==> config.mk <==
export PLATFORM = sky130hd
export DESIGN_NAME = ipv6_text_address_parser
export DESIGN_NICKNAME = d
export VERILOG_FILES = /design/src/sv/ipv6p_pkg.sv /design/src/sv/ipv6p_parser.sv /design/src/sv/ipv6p_expand.sv /design/src/sv/ipv6_text_address_parser.sv
export VERILOG_INCLUDE_DIRS = /design/src /design/src/sv
export SDC_FILE = /design/constraint.sdc
export NUM_CORES = 1
export LEC_CHECK = 0
export BUFFER_PORTS_ARGS = -buffer_cell sky130_fd_sc_hd__buf_2
export CAP_MARGIN = 20
export CORE_ASPECT_RATIO = 0.8
export CORE_MARGIN = 2
export CORE_UTILIZATION = 45
export CTS_CLUSTER_SIZE = 10
export DETAILED_ROUTE_END_ITERATION = 8
export PLACE_DENSITY = 0.58
export SKIP_LAST_GASP = 1
export SLEW_MARGIN = 0
export SYNTH_ARGS = -nofsm -noshare
export SYNTH_HDL_FRONTEND = slang
export SYNTH_SLANG_ARGS = --single-unit
export TNS_END_PERCENT = 1
==> constraint.sdc <==
create_clock -name clk -period 9.9 [get_ports clk]
set_input_delay 1.98 -clock clk [delete_from_list [all_inputs] [get_ports clk]]
set_output_delay 1.98 -clock clk [all_outputs]
set_load 0.03 [all_outputs]
==> src/sv/assert_macros.svh <==
// ----------------------------------------------------------------------------
// assert_macros.svh
// Concurrent assertion helpers, clocked on clk and disabled during rst.
// ----------------------------------------------------------------------------
`ifndef ASSERT_MACROS_SVH
`define ASSERT_MACROS_SVH

`ifndef NO_ASSERTIONS

// prop must hold at every clock edge outside reset
`define ASSERT_AT(lbl, prop, msg) \
  lbl: assert property (@(posedge clk) disable iff (rst) (prop)) else $error(msg);

// cond must never be true outside reset
`define ASSERT_NEVER(lbl, cond, msg) \
  lbl: assert property (@(posedge clk) disable iff (rst) !(cond)) else $error(msg);

`else

`define ASSERT_AT(lbl, prop, msg)
`define ASSERT_NEVER(lbl, cond, msg)

`endif

`endif

==> src/sv/ipv6p_pkg.sv <==
// ----------------------------------------------------------------------------
// ipv6p_pkg
// Types, constants and the hex digit decoder shared by the address parser.
// ----------------------------------------------------------------------------
package ipv6p_pkg;

  localparam int NUM_GROUPS = 8;
  localparam int MAX_DIGITS = 4;
  localparam int CNT_W      = 4;
  localparam logic [7:0] CHAR_COLON = 8'h3A;

  typedef enum logic [4:0] {
    PH_START      = 5'b00001,
    PH_LEAD_COLON = 5'b00010,
    PH_IN_GROUP   = 5'b00100,
    PH_ONE_COLON  = 5'b01000,
    PH_AFTER_GAP  = 5'b10000
  } phase_t;

  typedef struct packed {
    logic       is_hex;
    logic [3:0] value;
  } hex_t;

  // Finished string, handed from the parser to the expansion stage
  typedef struct packed {
    logic                         ok;
    logic                         gap_seen;
    logic [CNT_W-1:0]             gap_pos;
    logic [CNT_W-1:0]             count;
    logic [NUM_GROUPS-1:0][15:0]  groups;
  } fin_t;

  function automatic hex_t hex_decode(input logic [7:0] c);
    hex_t h;
    h.is_hex = 1'b1;
    h.value  = '0;
    if (c inside {[8'h30:8'h39]}) begin
      h.value = c[3:0];
    end else if (c inside {[8'h41:8'h46], [8'h61:8'h66]}) begin
      h.value = c[3:0] + 4'd9;
    end else begin
      h.is_hex = 1'b0;
    end
    return h;
  endfunction

endpackage

==> src/sv/ipv6p_parser.sv <==
// ----------------------------------------------------------------------------
// ipv6p_parser
// Input register and per-character parse state. On the last character the
// closed group list, gap position and validity are loaded into the
// finished-string register and the parse state starts over.
// ----------------------------------------------------------------------------
module ipv6p_parser (
  input  logic              clk,
  input  logic              rst,
  input  logic              in_valid,
  output logic              in_ready,
  input  logic [7:0]        char_code,
  input  logic              last,
  output logic              fin_valid,
  input  logic              fin_ready,
  output ipv6p_pkg::fin_t   fin
);
  import ipv6p_pkg::*;
  `include "assert_macros.svh"

  localparam logic [CNT_W-1:0] GROUP_LIMIT = CNT_W'(NUM_GROUPS);

  // input register
  logic       iv;
  logic [7:0] ichar;
  logic       ilast;

  // parse state
  phase_t                      phase, phase_next;
  logic [CNT_W-1:0]            count, count_next;
  logic [CNT_W-1:0]            gap_pos, gap_pos_next;
  logic                        gap_seen, gap_seen_next;
  logic [15:0]                 value, value_next;
  logic [2:0]                  digits, digits_next;
  logic                        failed, failed_next;
  logic [NUM_GROUPS-1:0][15:0] groups, groups_next;

  hex_t  hx;
  logic  is_colon;
  logic  begin_ok;
  logic  adv;
  logic  fin_free;
  fin_t  fin_d;

  assign fin_free = !fin_valid || fin_ready;
  assign adv      = iv && (!ilast || fin_free);
  assign in_ready = !iv || adv;

  always_comb begin
    phase_next    = phase;
    count_next    = count;
    gap_pos_next  = gap_pos;
    gap_seen_next = gap_seen;
    value_next    = value;
    digits_next   = digits;
    failed_next   = failed;
    groups_next   = groups;
    hx            = hex_decode(ichar);
    is_colon      = (ichar == CHAR_COLON);
    begin_ok      = (count < GROUP_LIMIT) && hx.is_hex;

    if (!failed) begin
      case (phase)
        PH_START: begin
          if (is_colon) begin
            phase_next = PH_LEAD_COLON;
          end else if (begin_ok) begin
            value_next  = {12'd0, hx.value};
            digits_next = 3'd1;
            phase_next  = PH_IN_GROUP;
          end else begin
            failed_next = 1'b1;
          end
        end
        PH_LEAD_COLON: begin
          if (is_colon) begin
            gap_seen_next = 1'b1;
            gap_pos_next  = '0;
            phase_next    = PH_AFTER_GAP;
          end else begin
            failed_next = 1'b1;
          end
        end
        PH_IN_GROUP: begin
          if (is_colon) begin
            groups_next[count[2:0]] = value;
            count_next  = count + 1'b1;
            value_next  = '0;
            digits_next = '0;
            phase_next  = PH_ONE_COLON;
          end else if (!hx.is_hex || digits >= 3'(MAX_DIGITS)) begin
            failed_next = 1'b1;
          end else begin
            value_next  = {value[11:0], hx.value};
            digits_next = digits + 1'b1;
          end
        end
        PH_ONE_COLON: begin
          if (is_colon) begin
            if (gap_seen) begin
              failed_next = 1'b1;
            end else begin
              gap_seen_next = 1'b1;
              gap_pos_next  = count;
              phase_next    = PH_AFTER_GAP;
            end
          end else if (begin_ok) begin
            value_next  = {12'd0, hx.value};
            digits_next = 3'd1;
            phase_next  = PH_IN_GROUP;
          end else begin
            failed_next = 1'b1;
          end
        end
        PH_AFTER_GAP: begin
          if (begin_ok) begin
            value_next  = {12'd0, hx.value};
            digits_next = 3'd1;
            phase_next  = PH_IN_GROUP;
          end else begin
            failed_next = 1'b1;
          end
        end
        default: begin
          failed_next = 1'b1;
        end
      endcase
    end
  end

  // end-of-string check; an open group is closed here
  always_comb begin
    fin_d.ok       = !failed_next;
    fin_d.gap_seen = gap_seen_next;
    fin_d.gap_pos  = gap_pos_next;
    fin_d.count    = count_next;
    fin_d.groups   = groups_next;
    if (phase_next == PH_IN_GROUP) begin
      fin_d.groups[count_next[2:0]] = value_next;
      fin_d.count = count_next + 1'b1;
    end else if (phase_next != PH_AFTER_GAP) begin
      fin_d.ok = 1'b0;
    end
    if (!gap_seen_next && fin_d.count != GROUP_LIMIT) begin
      fin_d.ok = 1'b0;
    end
  end

  always_ff @(posedge clk) begin
    if (rst) begin
      iv <= 1'b0;
    end else if (in_ready) begin
      iv <= in_valid;
    end
    if (in_ready && in_valid) begin
      ichar <= char_code;
      ilast <= last;
    end
  end

  always_ff @(posedge clk) begin
    if (rst) begin
      phase    <= PH_START;
      count    <= '0;
      gap_pos  <= '0;
      gap_seen <= 1'b0;
      value    <= '0;
      digits   <= '0;
      failed   <= 1'b0;
    end else if (adv) begin
      if (ilast) begin
        phase    <= PH_START;
        count    <= '0;
        gap_pos  <= '0;
        gap_seen <= 1'b0;
        value    <= '0;
        digits   <= '0;
        failed   <= 1'b0;
      end else begin
        phase    <= phase_next;
        count    <= count_next;
        gap_pos  <= gap_pos_next;
        gap_seen <= gap_seen_next;
        value    <= value_next;
        digits   <= digits_next;
        failed   <= failed_next;
      end
    end
  end

  // only entries below count are ever read, so no clearing
  always_ff @(posedge clk) begin
    if (adv && !ilast) begin
      groups <= groups_next;
    end
  end

  always_ff @(posedge clk) begin
    if (rst) begin
      fin_valid <= 1'b0;
    end else if (adv && ilast) begin
      fin_valid <= 1'b1;
    end else if (fin_ready) begin
      fin_valid <= 1'b0;
    end
    if (adv && ilast) begin
      fin <= fin_d;
    end
  end

  `ASSERT_NEVER(a_count_range, count > GROUP_LIMIT, "group count above eight")
  `ASSERT_AT(a_digits_in_group,
    (phase == PH_IN_GROUP && !failed) |-> (digits != 3'd0 && digits <= 3'(MAX_DIGITS)),
    "digit count out of range inside a group")
  `ASSERT_AT(a_fin_ok_shape,
    (fin_valid && fin.ok) |-> (fin.count == GROUP_LIMIT || fin.gap_seen),
    "valid result without eight groups or a gap")
  `ASSERT_AT(a_gap_pos_clear, !gap_seen |-> (gap_pos == '0), "gap position set without a gap")

endmodule

==> src/sv/ipv6p_expand.sv <==
// ----------------------------------------------------------------------------
// ipv6p_expand
// Spreads the collected groups around the double-colon gap into eight
// words and registers the 128-bit result.
// ----------------------------------------------------------------------------
module ipv6p_expand (
  input  logic              clk,
  input  logic              rst,
  input  logic              fin_valid,
  output logic              fin_ready,
  input  ipv6p_pkg::fin_t   fin,
  output logic              out_valid,
  input  logic              out_ready,
  output logic              ok,
  output logic [63:0]       addr_high,
  output logic [63:0]       addr_low
);
  import ipv6p_pkg::*;
  `include "assert_macros.svh"

  logic [CNT_W-1:0]            zeros;
  logic [CNT_W-1:0]            gp;
  logic [CNT_W:0]              gap_end;
  logic [NUM_GROUPS-1:0][15:0] words;

  assign fin_ready = !out_valid || out_ready;

  always_comb begin
    zeros   = CNT_W'(NUM_GROUPS) - fin.count;
    gp      = fin.gap_seen ? fin.gap_pos : CNT_W'(NUM_GROUPS);
    gap_end = {1'b0, gp} + {1'b0, zeros};
    for (int j = 0; j < NUM_GROUPS; j++) begin
      // words are numbered from the bottom: word 7 is the first group
      if ((CNT_W+1)'(j) < {1'b0, gp}) begin
        words[NUM_GROUPS-1-j] = fin.groups[j];
      end else if ((CNT_W+1)'(j) >= gap_end) begin
        words[NUM_GROUPS-1-j] = fin.groups[3'(j) - zeros[2:0]];
      end else begin
        words[NUM_GROUPS-1-j] = '0;
      end
    end
  end

  always_ff @(posedge clk) begin
    if (rst) begin
      out_valid <= 1'b0;
    end else if (fin_ready) begin
      out_valid <= fin_valid;
    end
    if (fin_valid && fin_ready) begin
      ok        <= fin.ok;
      addr_high <= fin.ok ? words[NUM_GROUPS-1:NUM_GROUPS/2] : '0;
      addr_low  <= fin.ok ? words[NUM_GROUPS/2-1:0] : '0;
    end
  end

  `ASSERT_AT(a_load_shows, (fin_valid && fin_ready) |=> out_valid,
    "finished string not presented")
  `ASSERT_AT(a_bad_is_zero, (out_valid && !ok) |-> (addr_high == '0 && addr_low == '0),
    "invalid result with nonzero address")
  `ASSERT_AT(a_full_identity,
    (fin_valid && fin_ready && fin.ok && fin.count == CNT_W'(NUM_GROUPS))
      |=> (addr_high[63:48] == $past(fin.groups[0]) &&
           addr_low[15:0] == $past(fin.groups[NUM_GROUPS-1])),
    "eight groups not passed straight through")

endmodule

==> src/sv/ipv6_text_address_parser.sv <==
// ----------------------------------------------------------------------------
// ipv6_text_address_parser
// Streaming parser for IPv6 address text: one character per item, one result
// per string.
// ----------------------------------------------------------------------------
// Accepts one character every clock cycle while in_ready is high, strings
// back to back. A result item is produced only for the character flagged
// last: ok plus the 128-bit address (zero when the text is not a valid
// address). An accepted last character moves its result from the input
// register through the parse state update and end-of-string check into the
// finished-string register, then through gap expansion into the output
// register. A stalled output holds the finished-string register, and a full
// one holds a last character back, so out_ready low backs up to in_ready.
module ipv6_text_address_parser (
  input  logic        clk,
  input  logic        rst,
  input  logic        in_valid,
  output logic        in_ready,
  input  logic [7:0]  char_code,
  input  logic        last,
  output logic        out_valid,
  input  logic        out_ready,
  output logic        ok,
  output logic [63:0] addr_high,
  output logic [63:0] addr_low
);
  import ipv6p_pkg::*;

  logic fin_valid;
  logic fin_ready;
  fin_t fin;

  ipv6p_parser u_parser (
    .clk       (clk),
    .rst       (rst),
    .in_valid  (in_valid),
    .in_ready  (in_ready),
    .char_code (char_code),
    .last      (last),
    .fin_valid (fin_valid),
    .fin_ready (fin_ready),
    .fin       (fin)
  );

  ipv6p_expand u_expand (
    .clk       (clk),
    .rst       (rst),
    .fin_valid (fin_valid),
    .fin_ready (fin_ready),
    .fin       (fin),
    .out_valid (out_valid),
    .out_ready (out_ready),
    .ok        (ok),
    .addr_high (addr_high),
    .addr_low  (addr_low)
  );

endmodule

**Word-level counts from Yosys, hierarchy flattened**

Index checks and enable logic that the tools add are counted.

- Flip-flop bits (word level): 441
- Bits of input ports: 13
- Output and inout bits: 131

- Add/subtract/negate cells: 14
- Magnitude comparators: 36
- Eq/ne operators: 12
- Muxes and demuxes: 98
- Reductions and logical operators: 30

Operators by type and width:

| cell | count |
|---|---|
| $mux 16 | 32 |
| $bmux 16 s3 | 8 |
| $mux 128 | 3 |
| $bwmux 128 | 2 |
| $mux 132 | 1 |
| $demux 16 s3 | 2 |
| $mux 4 | 12 |
| $pmux 16 s3 | 1 |
| $lt 3x4->1 const B | 10 |
| $mux 5 | 8 |
| $pmux 5 s5 | 1 |
| $ge 3x5->1 const A | 4 |
| $mux 1 | 19 |
| $mux 3 | 6 |
| $ge 8x7->1 const B | 2 |
| $le 8x7->1 const B | 2 |
| $lt 3x4->1 const A | 4 |
| $logic_and 1x1->1 | 12 |
| $sub 3x3->3 const A | 4 |
| $eq 5x3->1 const B | 2 |
| $ge 1x5->1 const A | 2 |
| $ge 2x5->1 const A | 2 |
| $pmux 3 s3 | 1 |
| $add 4x1->4 const B | 2 |
| 31 further kinds | 48 |

**Logic depth before layout (Yosys ltp)**

- Word-level depth: 15
- Depth in mapped cells: 20

**Hierarchy**

Synthesis repeated with hierarchy kept, for this count alone.

- Cell total of the unflattened synthesis: 2238
- Area total of the unflattened synthesis: 25590.8 µm²

By module, submodules not included:

| module | times used | cells each | area each (µm²) |
|---|---|---|---|
| ipv6p_parser | 1 | 1050 | 14169.8 |
| ipv6p_expand | 1 | 1188 | 11421.0 |

**Worst setup path before layout**

Ideal clock, no wire load.

- Path type: input-to-reg
- Start: input out_ready
- End: register, netlist name u_parser.fin[0]
- Setup time: 0.640 ns
- Arrival time: 8.045 ns
- Slack: 1.215 ns
- Stages on the path: 4
- Buffers on the path: 0
- Cell sequence: nor2b_1 nand3_1 nand2_1 nor2_1

- Cells in the longest elaborated chain, start to end: 5

RTL lines:

| item | line | source |
|---|---|---|
| start, declared | ipv6_text_address_parser.sv:22 | `input logic out_ready,` |
| $logic_or 1x1->1 | ipv6p_expand.sv:26 | `assign fin_ready = !out_valid \|\| out_ready;` |
| $logic_or 1x1->1 | ipv6p_parser.sv:45 | `assign fin_free = !fin_valid \|\| fin_ready;` |
| $logic_or 1x1->1 | ipv6p_parser.sv:46 | `assign adv = iv && (!ilast \|\| fin_free);` |
| $logic_and 1x1->1 | ipv6p_parser.sv:46 |  |
| $logic_and 1x1->1 | ipv6p_parser.sv:206 | `if (adv && ilast) begin` |

No other way between the ends.
A chain may end at the register's enable or synchronous reset.

==> reports/qor.yml <==
timing:
  fmax_mhz: 202.6
  post-route-min-period_ps: 4937
  period_share: 0.4987
  slew_headroom: 0.2426
  finalSetupViolCount: 0
  worstMarginPinSlew_ps: 1136
  fin_skew_ps: 17.92
  hold_violations: 0
  tns_ps: 0
  rsz0062_at_grt: "false"
  slew_viol_final: 0
  worst_hold_slack_ps: 474.8
critical_path:
  cp.arrival_ps: 5250
  startpoint: "u_parser.ichar[0]"
  r2r_start: "u_parser.ichar[0]"
  crit_chain: "inv_1, ha_1, nand2_1, nor3_2, o221ai_2, nor4b_2, o21ai_1, nor4b_4, buf_4, and2_4, nand2b_2, mux2i_1"
  start_kind: "flop"
  worstPathRequired_ps: 10210
  r2r_end: "u_parser.fin[3]"
  crit_path_max_fanout: 66
  critPathKind: "reg -> reg"
  critical_path.max_stage_delay_ps: 710
  cp_slowest_cell: "and2_4"
  rr_worst_depth: 12
  worst_setup_path_end_kind: "flop"
  r2r_slack_ps: 4960
  crit_end: "u_parser.fin[3]"
drt:
  via_per_inst: 6.044
  ant_nets: 0
  vias: 17529
  drc: 0
  wl_um: 74490
  first_iter_violations: 2147
  wire_per_inst_um: 25.69
  dr.pass1.iters: 5
logic_synthesis:
  synthFlopType: "edfxtp_1"
  yosysSeqAreaShare: 0.5238
  ys_ff_latch: 441
  synthDominantCellAreaShare: 0.4936
  synth-edff-count: 404
  postSynth.asyncResetShare: 0
  synth.distinct_cells: 77
  synth_area_um2: 24580
  netlist_instances: 2116
  syn-mean-instance-area_um2: 11.61
  yosysTopAreaCell: "edfxtp_1"
  syn_nets: 2143
  yosysWarnings: 0
  synthTopCellsByArea: "edfxtp_1, mux2i_1, mux2_2"
die:
  die-area_um2: 56510
  die_w_um: 265.3
  core_um2: 53920
  die_y_um: 213.0
  top_level_ports: 144
  initial_core_util: 0.4558
  row_count: 76
place:
  portBuffers: 143
  placedCellCount: 2811
  dp_hpwl_um: 50500
  gp_congestion: 0.9269
clocking:
  clockBufferDepth: 3
  clkLatencyLatePin_ps: 610
  cts_htree_levels: 2
  clkSinkCount: 441
  root_buffer: "clkbuf_16"
  cts_tree: "done"
  cts.clk_slew.worst_paths_ps: 50
  hold_buffers: 0
  postCtsResizedCells: 0
  postCtsSetupRepairBufs: 0
  cts_made_buffers: 52
cells_and_area:
  final_nets: 2194
  drive_gt1_frac: 0.2143
  areaGrowthSynthToFinish_pct: 11.20
  final_util: 0.5068
  instances_no_fill: 2900
  n_antenna_cell: 0
power:
  p_leak_uw: 0.01009
  p_comb_frac: 0.074
  peakVddDrop_uv: 122.9
  finalPower_uw: 4172
  switchingPower_uw: 982.8
  switching_share: 0.2356
  p_per_area_nw_per_um2: 152.7
  clock_power_share: 0.418
  p_int_uw: 3189
  power_frac_seq: 0.508
global_route:
  grt_pass1_vias: 16157
  grt_max_degree: 130
  overflow: 0
  grt_usage: 0.2620
  grt_pass1_wl_um: 110500
  antenna_found_initial: 1
run_status:
  status: "finished, final reports clean"
run:
  maxCapViolations: 0
worst_hold_path:
  hold_path_class: "reg -> reg"
flip-flops by register name, indices dropped and copies added, names as in the netlist:
name and count:
u_parser.phase 5, u_parser.count 4, u_parser.ilast 1, u_parser.gap_seen 1
u_parser.gap_pos 4, u_parser.fin 138, u_parser.ichar 8, u_parser.fin_valid 1
u_parser.iv 1, u_expand.addr_high 64, u_expand.addr_low 64, u_parser.value 16
u_parser.failed 1, u_expand.ok 1, u_parser.groups 128, u_parser.digits 3
u_expand.out_valid 1
layout make-up:
class	count	area, um^2
Timing Repair Buffer	180	1081
Clock inverter	9	82.58
Inverter	63	239.0
Clock buffer	76	1411
Sequential cell	441	12870
Fill cell	4685	26590
Tap cell	702	878.3
Multi-Input combinational cell	1429	10760
cell usage in the layout, fill, tap and decap left out, drive strengths merged, types with 7 or more instances in the layout:
cell     netlist  routed
mux4          32      32
nor2b        102     102
ha            13      13
and2          37      37
clkbuf       115      76
nand2        144     144
nor3          30      30
buf           68     180
or3            9       9
a21oi        168     168
clkinv         0       7
o21ai        123     123
a31oi         50      50
xnor2         17      17
mux2i        227     227
a2bb2oi       16      16
nor2         136     136
a22oi        100     100
edfxtp       404     404
dfxtp         37      37
mux2         146     146
nand3          8       8
inv           63      64
per-layer routing:
metal	global-route usage	up-vias	part of all wire
met1	0.4395	8636	0.51
li1	-	7970	-
met3	0.05524	94	0.091
met2	0.3349	829	0.38
met4	0.05435	0	0.017
met5	0	-	0
kinds of logic (layout without fill, tap and decap cells):
family                     count (synthesis)  in the layout  share of synthesized area
AOI/OAI and AO/OA                        486            486                     0.1230
and+or+nand+nor                          502            502                     0.1048
muxes                                    405            405                     0.1902
buffers and inverters                    246            328                    0.04292
xor gates and xnor gates                  22             22                   0.007840
adders and majority gates                 14             14                   0.007433
DFF                                      441            441                     0.5238
stage by stage:
| step | area (um^2) | setup slack, ps |
|---|---|---|
| after floorplan | 24580 | 1215 |
| after global placement | 25710 | 5113 |
| after detailed placement | 25720 | 5018 |
| after CTS | 27220 | 4997 |
| after global routing | 27330 | 4669 |
| final | 27330 | 4963 |
cell usage after synthesis (6+ instances only):
cell	count
o21ai_0	120
a22oi_2	8
buf_4	9
nor2_1	135
a2bb2oi_1	16
dfxtp_1	37
nand2b_1	6
nand2_1	142
mux4_2	32
mux2_4	10
a21oi_2	6
nand3_1	7
clkbuf_1	115
mux2_2	128
buf_6	8
a22oi_1	88
a21oi_1	162
buf_1	21
inv_1	61
nor3_1	27
mux2i_1	227
and3_1	6
mux2_1	8
edfxtp_1	404
a31oi_1	50
ha_1	13
or3_1	7
and2_1	36
nor2b_1	102
xnor2_1	17
buf_2	30
worst min-delay path by stage:
stage                        from            endpoint  depth (start not counted)
2_1_floorplan  u_parser.digits[1]  u_parser.digits[1]                          2
3_3_place_gp   u_parser.digits[1]  u_parser.digits[1]                          2
3_5_place_dp   u_parser.digits[1]  u_parser.digits[1]                          2
4_1_cts        u_parser.digits[1]  u_parser.digits[1]                          2
5_1_grt        u_parser.digits[1]  u_parser.digits[1]                          2
6_report       u_parser.digits[1]  u_parser.digits[1]                          2
worst max-delay path, delay by kind of cell, from the launching register on:
family          cells  cell delay [ps]
compound gates      2              410
mux                 1              260
flops               1              450
buf+inv             2              600
fa+ha+maj           1              190
simple gates        6             2690
power by group through the flow:
| stage | Clock [uW] | Combinational [uW] | Sequential, uW |
|---|---|---|---|
| detailed placement | 0 | 304 | 2150 |
| CTS | 1770 | 305 | 2120 |
| global placement | 0 | 299 | 2150 |
| floorplan | 0 | 206 | 2160 |
| finish | 1740 | 310 | 2120 |
| global route | 1850 | 338 | 2120 |
No activity file was read; power rests on OpenSTA's default activity.
